File: src/hdl/mvm_pkg.sv
// ----------------------------------------------------------------------------
// mvm_pkg
// Shared types, widths and codes for the matrix-vector multiply block.
// ----------------------------------------------------------------------------
package mvm_pkg;

	// Vector store depth and derived widths
	localparam int MAX_COLUMNS = 1024;
	localparam int COL_W       = (MAX_COLUMNS > 1) ? $clog2(MAX_COLUMNS) : 1;
	localparam int CNT_W       = COL_W + 1;

	// Field widths
	localparam int VAL_W      = 32;
	localparam int ACC_W      = 64;
	localparam int ROW_W      = 16;
	localparam int CFG_COL_W  = 11;
	localparam int CFG_DATA_W = 16;
	localparam int CFG_IDX_W  = 1;
	localparam int FRAC_W     = 16;

	// Output queue
	localparam int FIFO_DEPTH = 8;
	localparam int FIFO_AW    = $clog2(FIFO_DEPTH);

	// Commands
	localparam logic CMD_LOAD   = 1'b0;
	localparam logic CMD_MATRIX = 1'b1;

	// Register indexes
	localparam logic [CFG_IDX_W-1:0] REG_COLUMN_COUNT = 1'd0;
	localparam logic [CFG_IDX_W-1:0] REG_ROW_COUNT    = 1'd1;

	typedef struct packed {
		logic                    command;
		logic signed [VAL_W-1:0] value;
	} in_item_t;

	typedef struct packed {
		logic [ROW_W-1:0]        row_index;
		logic signed [VAL_W-1:0] row_sum;
		logic                    saturated;
		logic                    last;
	} out_item_t;

	// Control that travels with a matrix element down the MAC pipe
	typedef struct packed {
		logic             valid;
		logic             row_end;
		logic [ROW_W-1:0] row_index;
		logic             last;
	} mac_ctl_t;

endpackage

File: src/hdl/mvm_fifo.sv
// ----------------------------------------------------------------------------
// mvm_fifo
// Small result queue that decouples the MAC pipe from the output consumer.
// ----------------------------------------------------------------------------
module mvm_fifo (
	input  logic                          clk,
	input  logic                          arst_n,
	input  logic                          push,
	input  mvm_pkg::out_item_t            push_item,
	input  logic                          pop,
	output logic                          not_empty,
	output mvm_pkg::out_item_t            head,
	output logic [mvm_pkg::FIFO_AW:0]     count
);
	import mvm_pkg::*;

	out_item_t            entries_q [FIFO_DEPTH];
	logic [FIFO_AW-1:0]   wr_ptr_q, rd_ptr_q;
	logic [FIFO_AW:0]     count_q;

	// Entry storage
	always_ff @(posedge clk) begin
		if (push) begin
			entries_q[wr_ptr_q] <= push_item;
		end
	end

	// Pointers and fill level
	always_ff @(posedge clk or negedge arst_n) begin
		if (!arst_n) begin
			wr_ptr_q <= '0;
			rd_ptr_q <= '0;
			count_q  <= '0;
		end else begin
			if (push) wr_ptr_q <= wr_ptr_q + 1'b1;
			if (pop)  rd_ptr_q <= rd_ptr_q + 1'b1;
			count_q <= count_q + (FIFO_AW+1)'(push) - (FIFO_AW+1)'(pop);
		end
	end

	assign not_empty = (count_q != '0);
	assign head      = entries_q[rd_ptr_q];
	assign count     = count_q;

endmodule

File: config.mk
export PLATFORM = sky130hd
export DESIGN_NAME = mvm_fifo
export DESIGN_NICKNAME = d
export VERILOG_FILES = /design/src/hdl/mvm_pkg.sv /design/src/hdl/mvm_fifo.sv
export SDC_FILE = /design/constraint.sdc
export NUM_CORES = 1
export LEC_CHECK = 0
export ABC_AREA = 1
export BUFFER_PORTS_ARGS = -buffer_cell sky130_fd_sc_hd__buf_2
export CAP_MARGIN = 20
export CORE_MARGIN = 10
export CORE_UTILIZATION = 50
export CTS_CLUSTER_DIAMETER = 40
export DETAILED_ROUTE_END_ITERATION = 8
export MAX_ROUTING_LAYER = met4
export PLACE_DENSITY = 0.68
export SLEW_MARGIN = 15
export SYNTH_ARGS = -nofsm -noshare
export SYNTH_HDL_FRONTEND = slang
export SYNTH_SLANG_ARGS = --single-unit
export TNS_END_PERCENT = 20
File: constraint.sdc
create_clock -name clk -period 5.55 [get_ports clk]
set_clock_uncertainty 0.1 [all_clocks]
set_input_delay 1.11 -clock clk [delete_from_list [all_inputs] [get_ports clk]]
set_output_delay 1.11 -clock clk [all_outputs]
set_load 0.01 [all_outputs]
==> summary by stage <==
Clock tree
The source-to-sink clock delay at the later pin of the worst-skew pair is 0.56 ns. The root buffer cell chosen for the clock tree is clkbuf_16. Gates resized during post-CTS repair numbered 0. TritonCTS built the clock tree.

The number of buffers inserted to repair setup after CTS is 0. The number of buffers created by CTS is 52. Clock-pin slew was measured on the worst setup and hold paths at 0.06 ns.

The clock passes through at most 3 buffers. The H-tree was split into 2 levels. Buffers inserted to repair hold after CTS numbered 0. Clock tree synthesis found a total of 410 sinks.

Critical path
The startpoint identified for the worst register-to-register timing path is wr_ptr_q[0]. The capturing element type of the critical path is an output pin. For the worst flop-to-flop path, the logic depth is 3.

The arrival time of the worst setup path is 3.12 ns. The worst-path cell with the longest stage delay is clkinv_2. In this run the worst path has a maximum fanout of 56. The path type of the worst setup path is reg -> out. The delay of the slowest critical-path stage is 0.76 ns. The slack of the worst reg-to-reg path is 3.03 ns. The endpoint of the worst-slack reg-to-reg timing path is entries_q[4][19].

The critical path required time is 4.34 ns. The critical path launch point type is a register. The signal on the critical path passes through clkinv_2 > buf_12 > nand3_1 > nand2_1 > nand2_1 > nand2_1 > buf_2. The most common cell type on the critical path is nand2_1.

Timing
Derived from the worst setup path, the maximum achievable clock frequency is 0.2308 GHz. Measured against its own limit, the worst slew margin works out to 0.3127. Setup violations remaining at the end of the flow were counted as 0. The time the worst path needs with I/O delays and setup is 4.334 ns.

The ratio of final minimum period to clock period is 0.7808. The max-slew violation count is 0. The total negative setup slack is 0 ns.

The final hold violation count was 0. Setup repair after global routing left no endpoint under its margin. For the pin with the worst max-slew slack, the measured transition is 1.031 ns.

Drt
The post-detailed-routing wire length is 39700 um. Dividing the detail-routed wire length by the instance count gives 16.51 um. After detailed routing, the number of vias per cell comes to 4.858. In this run the remaining antenna-violating nets after routing total 0. The DRC violation count after routing is 0. The final route contains 11680 vias.

The first-pass detailed-route iteration total is 5. The detailed router finished its first iteration with 856 violations.

Global routing
The number of antenna violations at the first check in global routing is 3. The via count of the first global-routing pass came to 11550. In the global route stage, overall resource usage came out at 0.1849. The total overflow left after global routing is 0. The pin count of the biggest net entering global routing is 203. The wire length of the first global-routing pass is 62760 um.

Placed design
Counting tap cells, the placed design contains a total of 2304 instances. Once placement finished, the instance area stood at 18920 um2. The count of buffers added on input and output ports is 108. The congestion estimate from routability-driven global placement came to 0.7537. The post-DP HPWL is 20990 um.

Floorplan
The die covers 43830 um2. The overall die height is 209.3 um. The die is 209.3 um wide. The core region is 35480 um2. The number of placement rows is 69. The initial utilization of the core area, before any placement, comes to 0.5052. The number of top-level pins is 109.

Finish
The top cell types in the final layout, fill and taps aside, are nand2_1, inv_1, edfxtp_1. The signed area change from the synthesized netlist to the final layout is 15.01%. For this run, the post-layout net count is 1959. The finished layout holds 2404 standard cells, fillers aside. The fill cell instance count of the final layout is 2873. Leaving out fill and tap cells, the most frequent cell in the layout is nand2_1.

In the final layout, the share of cells above drive strength 1 is 0.1150. The finished cells cover 20620 um2.

Synth
The number of enable flip-flop cells after synthesis is 400. In this run, distinct cell masters in the synthesized netlist total 18. The async set-or-reset flop fraction in the synthesized netlist is 0.02439.

The Yosys step of the flow raised 0 warnings. The most instantiated flip-flop cell in the synthesis netlist is edfxtp_1. The count of state elements after synthesis is 410. The number of nets handed over by synthesis was 1855. Synthesis produced 1793 cells.

The synthesized area is 17930 um2. The part of the Yosys area used for sequential elements is 0.6840. The mean area per synthesized cell is 9.998 um2.

Status
The flow ran to the end, and the final reports show no timing, DRC or antenna violations.

Pwr
In this run the power density over the cells is 517.3 nW/um2. Total power for the finished layout comes to 10.66 mW. The analysis attributes to cell leakage a power of 9.585 nW. The peak ir drop on the vdd network is 0.4438 mV.

Run
The number of maximum-capacitance violations is 0.

Hold path
The type of the tightest min-delay check is in -> async.
worst max path at each step:
stage,end,depth (start not counted),slack (ns),startpoint
3_5_place_dp,head[49],7,1.81,rd_ptr_q[1]
4_1_cts,head[49],7,1.20,rd_ptr_q[1]
3_3_place_gp,head[38],7,1.86,rd_ptr_q[1]
5_1_grt,head[49],7,1.09,rd_ptr_q[1]
2_1_floorplan,entries_q[0][0],3,1.43,push
6_report,head[49],7,1.22,rd_ptr_q[1]
flip-flops by register name, summed over array words and instances (netlist names):
name and cells:
wr_ptr_q 3, rd_ptr_q 3, count 4, entries_q 400
worst max-delay path: cells and delay by family (launching register included):
family	cells	cell delay, ns
buffers and inverters	3	1.42
flip-flops	1	0.71
AND/OR/NAND/NOR	4	0.36
cell usage after synthesis (2+ instances only):
cell	instances	area [um2]
nand3_1	202	1011
buf_2	50	250.2
buf_4	13	97.59
inv_1	416	1562
nor2_1	8	30.03
o21ai_0	2	10.01
clkbuf_1	8	30.03
dfrtp_1	10	250.2
ha_1	7	87.58
edfxtp_1	400	12010
xor2_1	4	35.03
buf_1	6	22.52
nand2_1	662	2485
routing by layer:
metal  part of all wire  vias up  global-route usage
li1                   -     5775                   -
met1               0.45     5559              0.2347
met2               0.48      278              0.2983
met3              0.051       67             0.03222
met4              0.020        0             0.05681
met5                  0        -                   -
layout make-up:
class | instances | area (um2) | area share
sequential | 410 | 12270 | 0.5952
multi-input combinational | 889 | 3759 | 0.1823
inverter | 417 | 1572 | 0.07622
clock buffer | 65 | 1381 | 0.06700
timing repair buffer | 127 | 745.7 | 0.03617
tap | 461 | 576.8 | 0.02798
clock inverter | 31 | 302.8 | 0.01469
antenna | 4 | 10.01 | 0.0004855
cells by family (layout without fill, tap and decap cells):
kind of cell / Yosys count / after routing / synth area share
xor+xnor: 5 / 5 / 0.002443
buf+inv: 494 / 640 / 0.1097
other cells: 0 / 4 / 0
compound gates: 3 / 3 / 0.0008373
simple gates: 873 / 873 / 0.1970
fa+ha+maj: 8 / 8 / 0.006002
flops: 410 / 410 / 0.6840
power breakdown:
group | total, mW | switching (mW) | leakage [nW] | internal, mW
combinational | 3.53 | 2.46 | 5.03 | 1.07
clock | 3.24 | 1.27 | 0.807 | 1.97
sequential | 3.90 | 0.129 | 3.75 | 3.77
total | 10.7 | 3.86 | 9.59 | 6.80
through the flow:
stage,hold WS (ns),setup WS [ns],utilization
2_1_floorplan,0.3896,1.434,-
3_3_place_gp,0.4165,1.857,0.5333
3_5_place_dp,0.4601,1.807,0.5333
4_1_cts,0.3050,1.201,0.5808
5_1_grt,0.3190,1.087,0.5810
6_report,0.3099,1.216,0.5811
No activity file was read; power rests on OpenSTA's default activity.
