==> src/hdl/mvm_pkg.sv <==
// ----------------------------------------------------------------------------
// mvm_pkg
// Shared types, widths and codes for the matrix-vector multiply block.
// ----------------------------------------------------------------------------
package mvm_pkg;

	// Vector store depth and derived widths
	localparam int MAX_COLUMNS = 1024;
	localparam int COL_W       = (MAX_COLUMNS > 1) ? $clog2(MAX_COLUMNS) : 1;
	localparam int CNT_W       = COL_W + 1;

	// Field widths
	localparam int VAL_W      = 32;
	localparam int ACC_W      = 64;
	localparam int ROW_W      = 16;
	localparam int CFG_COL_W  = 11;
	localparam int CFG_DATA_W = 16;
	localparam int CFG_IDX_W  = 1;
	localparam int FRAC_W     = 16;

	// Output queue
	localparam int FIFO_DEPTH = 8;
	localparam int FIFO_AW    = $clog2(FIFO_DEPTH);

	// Commands
	localparam logic CMD_LOAD   = 1'b0;
	localparam logic CMD_MATRIX = 1'b1;

	// Register indexes
	localparam logic [CFG_IDX_W-1:0] REG_COLUMN_COUNT = 1'd0;
	localparam logic [CFG_IDX_W-1:0] REG_ROW_COUNT    = 1'd1;

	typedef struct packed {
		logic                    command;
		logic signed [VAL_W-1:0] value;
	} in_item_t;

	typedef struct packed {
		logic [ROW_W-1:0]        row_index;
		logic signed [VAL_W-1:0] row_sum;
		logic                    saturated;
		logic                    last;
	} out_item_t;

	// Control that travels with a matrix element down the MAC pipe
	typedef struct packed {
		logic             valid;
		logic             row_end;
		logic [ROW_W-1:0] row_index;
		logic             last;
	} mac_ctl_t;

endpackage

==> src/hdl/mvm_mac.sv <==
// ----------------------------------------------------------------------------
// mvm_mac
// Multiply, 64-bit saturating accumulate, and Q16.16 narrowing of row sums.
// ----------------------------------------------------------------------------
module mvm_mac (
	input  logic                               clk,
	input  logic                               arst_n,
	input  mvm_pkg::mac_ctl_t                  ctl_s1,
	input  logic signed [mvm_pkg::VAL_W-1:0]   value_s1,
	input  logic signed [mvm_pkg::VAL_W-1:0]   xval_s1,
	output logic                               res_valid,
	output mvm_pkg::out_item_t                 res_item,
	output logic [1:0]                         pending
);
	import mvm_pkg::*;

	mac_ctl_t                ctl_s2, ctl_s3;
	logic signed [ACC_W-1:0] prod_c, prod_s2;
	logic [ACC_W-1:0]        acc_q, sum_c, sat_c, fin_s3;
	logic                    clamp_q, ovf_c, fin_clamp_s3, fits_c;

	// Stage 2: product
	assign prod_c = value_s1 * xval_s1;

	always_ff @(posedge clk) begin
		prod_s2 <= prod_c;
	end

	// Saturating add of the product into the running sum
	always_comb begin
		sum_c = acc_q + prod_s2;
		ovf_c = (acc_q[ACC_W-1] == prod_s2[ACC_W-1]) && (sum_c[ACC_W-1] != acc_q[ACC_W-1]);
		if (ovf_c) begin
			sat_c = acc_q[ACC_W-1] ? {1'b1, {(ACC_W-1){1'b0}}} : {1'b0, {(ACC_W-1){1'b1}}};
		end else begin
			sat_c = sum_c;
		end
	end

	// Stage 3: accumulator update, capture finished row
	always_ff @(posedge clk or negedge arst_n) begin
		if (!arst_n) begin
			ctl_s2  <= '0;
			ctl_s3  <= '0;
			acc_q   <= '0;
			clamp_q <= 1'b0;
		end else begin
			ctl_s2 <= ctl_s1;
			ctl_s3 <= ctl_s2;
			if (ctl_s2.valid) begin
				if (ctl_s2.row_end) begin
					acc_q   <= '0;
					clamp_q <= 1'b0;
				end else begin
					acc_q   <= sat_c;
					clamp_q <= clamp_q | ovf_c;
				end
			end
		end
	end

	always_ff @(posedge clk) begin
		if (ctl_s2.valid && ctl_s2.row_end) begin
			fin_s3       <= sat_c;
			fin_clamp_s3 <= clamp_q | ovf_c;
		end
	end

	// Shift back to Q16.16 and clamp to 32 bits
	assign fits_c = (fin_s3[ACC_W-1:FRAC_W+VAL_W-1] == '0) ||
	                (fin_s3[ACC_W-1:FRAC_W+VAL_W-1] == '1);

	always_comb begin
		res_item.row_index = ctl_s3.row_index;
		res_item.last      = ctl_s3.last;
		res_item.saturated = fin_clamp_s3 | ~fits_c;
		if (fits_c) begin
			res_item.row_sum = fin_s3[FRAC_W+VAL_W-1:FRAC_W];
		end else if (fin_s3[ACC_W-1]) begin
			res_item.row_sum = {1'b1, {(VAL_W-1){1'b0}}};
		end else begin
			res_item.row_sum = {1'b0, {(VAL_W-1){1'b1}}};
		end
	end

	assign res_valid = ctl_s3.valid && ctl_s3.row_end;

	// Results still in flight inside this unit
	assign pending = 2'(ctl_s2.valid && ctl_s2.row_end) + 2'(res_valid);

endmodule

==> config.mk <==
export PLATFORM = sky130hd
export DESIGN_NAME = mvm_mac
export DESIGN_NICKNAME = d
export VERILOG_FILES = /design/src/hdl/mvm_pkg.sv /design/src/hdl/mvm_mac.sv
export SDC_FILE = /design/constraint.sdc
export NUM_CORES = 2
export LEC_CHECK = 0
export BUFFER_PORTS_ARGS = -buffer_cell sky130_fd_sc_hd__buf_2
export CORE_ASPECT_RATIO = 0.75
export CORE_MARGIN = 3
export CORE_UTILIZATION = 55
export CTS_BUF_LIST = sky130_fd_sc_hd__clkbuf_16
export DETAILED_ROUTE_END_ITERATION = 10
export PLACE_DENSITY = 0.8
export SETUP_SLACK_MARGIN = 0.02
export SYNTH_ARGS = -nofsm -noshare
export SYNTH_HDL_FRONTEND = slang
export SYNTH_SLANG_ARGS = --single-unit
==> constraint.sdc <==
create_clock -name clk -period 8.4 [get_ports clk]
set_input_delay 1.68 -clock clk [delete_from_list [all_inputs] [get_ports clk]]
set_output_delay 1.68 -clock clk [all_outputs]
set_load 0.05 [all_outputs]
==> out/results.ini <==
[floorplan]
initial_core_util=0.560
coreArea_um2=84700
die_area_um2=89800
die-width_um=345
floorplan.die.height_um=260
row_count=92
ioPinCount=138

[setup_path]
worst_path_largest_cell_delay_ns=0.56
cp_common_cell=fa_1
timing.critical_path.slowest_stage_cell=fa_1
crit_path_end_kind=flop
setup.worst_path.class=in2reg
setup.worst_path.start_class=primary input
data_required_time_of_the_worst_path_ns=8.84
crit_fanout=11
crit_arrival_ns=8.65

[global_route]
grt_pass1_vias=39600
pin_count_of_the_biggest_net_entering_global_routing=70
groute.usage.overall=0.278
globalRoute.totalOverflow=0
antenna_violations_before_repair=3
grt_first_pass_wirelength_um=203000

[drt]
antenna_left=0
detail_route.vias_per_cell=5.52
drt_iter0_markers=2868
drc=0
routed-via-count=36100
drtPass1Iterations=5
route.final.wire_length_um=120000
routedWlPerCell_um=18.4

[cells_and_area]
flow.area_growth_from_synthesis_pct=12.6
multi_input_area_um2=37300
nets=6816
final-seq-area_um2=5330
finish.cell_count_without_fillers=6544
num-fill-cells=6667
final_cell_area_um2=53400
final_layout_size_suffix_gt1_frac=0.134
most-common-layout-cells=inv_1, fa_1, nand2_1
most_common_cell_after_layout_fill_and_taps_aside=inv_1

[sta]
maxSlewViolCount=0
hold_violations=0
timing.slew.headroom=0.461
maxClockFrequency_mhz=122
worst_hold_slack_ns=0.344
setup-violations-final=0
final_period_minus_worst_setup_slack_ns=8.21
skew_ns=0.0158
final.period_utilization=0.978
tightest_slew_ns=0.809
final_critical_path_setup_slack_ns=0.186

[logic_synthesis]
synth_cells=5066
synth_register_bits=216
dominantRegCellSynth=dfrtp_1
avgSynthCellArea_um2=9.36
post_synth_num_cell_types=87
synth_sequential_area_ratio=0.112
asyncSetResetFlopFracSynth=0.477
net_count_of_the_mapped_netlist=6482
yosysWarningCount=0
number_of_flops_mapped_to_enable_cells_by_yosys=49
synthesis.area_um2=47400

[outcome]
outcome=completed

[clocking]
clock-root-buffer=clkbuf_16
cts_tree=done
clk-insertion-delay-late_ns=0.51
cts_sinks=216
clkSlewWorstSetupHoldPaths_ns=0.07
cts_max_path_buffers=3
cts_hold_repair.buffers=0
htree_levels=1
cts_buffers=21

[job]
cap_viol_max_count=0

[placement]
routabilityCongestion=0.936
portBuffers=137
detailed_place_hpwl_um=104000
detailed_place.area_um2=52200
place_ws_ns=-0.643
dp.cells=6495

[min_path]
holdCritPathClass=reg2reg

metrics by stage:
stage,TNS (ns),utilization
final,0,0.630
after global routing,-0.0775,0.630
after CTS,0,0.624
after detailed placement,-11.87,0.616
after global placement,-8.34,0.616
after floorplan,-0.456,-
worst max-delay path: cells and delay by family:
| family | cells | cell delay [ns] |
|---|---|---|
| compound gates | 5 | 1.02 |
| xor+xnor | 1 | 0.17 |
| fa+ha+maj | 9 | 4.28 |
| buf+inv | 7 | 0.72 |
| simple gates | 3 | 0.76 |
logic make-up after synthesis:
| group | Yosys count | share of synthesized area |
|---|---|---|
| AND/OR/NAND/NOR | 1454 | 0.152 |
| flip-flops | 216 | 0.112 |
| multiplexers | 4 | 0.000845 |
| AO/OA/AOI/OAI | 587 | 0.0823 |
| adder cells (fa/ha/maj) | 1331 | 0.523 |
| buffers and inverters | 1369 | 0.111 |
| XOR/XNOR | 105 | 0.0194 |
path summary, 6_finish.rpt:
path                            startpoint           end  slack, ns  cells past startpoint
worst max-delay path            xval_s1[5]   prod_s2[62]       0.19                     25
worst min-delay path            ctl_s2[16]  res_item[49]       0.34                      0
worst max register to register    acc_q[0]    fin_s3[50]       4.34                     11
worst min register to register  ctl_s2[16]  res_item[49]       0.34                      0
max in group asynchronous           arst_n     acc_q[14]       6.01                      2
min in group asynchronous           arst_n  res_item[47]       1.18                      1
routing by layer:
metal,routed length (um),GRT usage,part of all wire
met1,50100,0.382,0.42
met2,58500,0.468,0.49
met3,8340,0.0372,0.069
met4,3540,0.0747,0.029
met5,13,0,0.00011
cell usage after synthesis, drive strengths merged (46+ instances only):
library cell	number	area, um^2
dfxtp	64	1280
buf	46	282
clkbuf	230	865
nand2	601	2260
a21o	104	781
a21oi	151	756
dfrtp	103	2580
nor2	163	614
and2	509	3180
inv	1093	4100
ha	248	3100
edfxtp	49	1470
fa	1083	21700
xnor2	69	604
o21ai	92	479
o22ai	58	363
registers in the layout, summed over array words and instances, names as in the netlist:
signal	cells
res_item	17
acc_q	64
fin_s3	48
ctl_s2	19
prod_s2	64
fin_clamp_s3	1
ctl_s3	2
clamp_q	1
what timing repair did:
item / CTS / global route
pin swaps: 0 / 42
setup endpoints to repair: 11 / 21
setup buffers: 0 / 10
gates resized for setup: 13 / 117
layout make-up:
class                           count  area share
Sequential cell                   216      0.0999
Multi-Input combinational cell   3481       0.698
Tap cell                         1128      0.0264
Antenna cell                        2   0.0000938
Clock buffer                       23      0.0108
Clock inverter                     14     0.00162
Inverter                         1093      0.0769
Timing Repair Buffer              587      0.0863
Power is left out: the tool's default activity adds up to more than one toggle a clock period on the data nets, which glitch-free logic cannot reach.
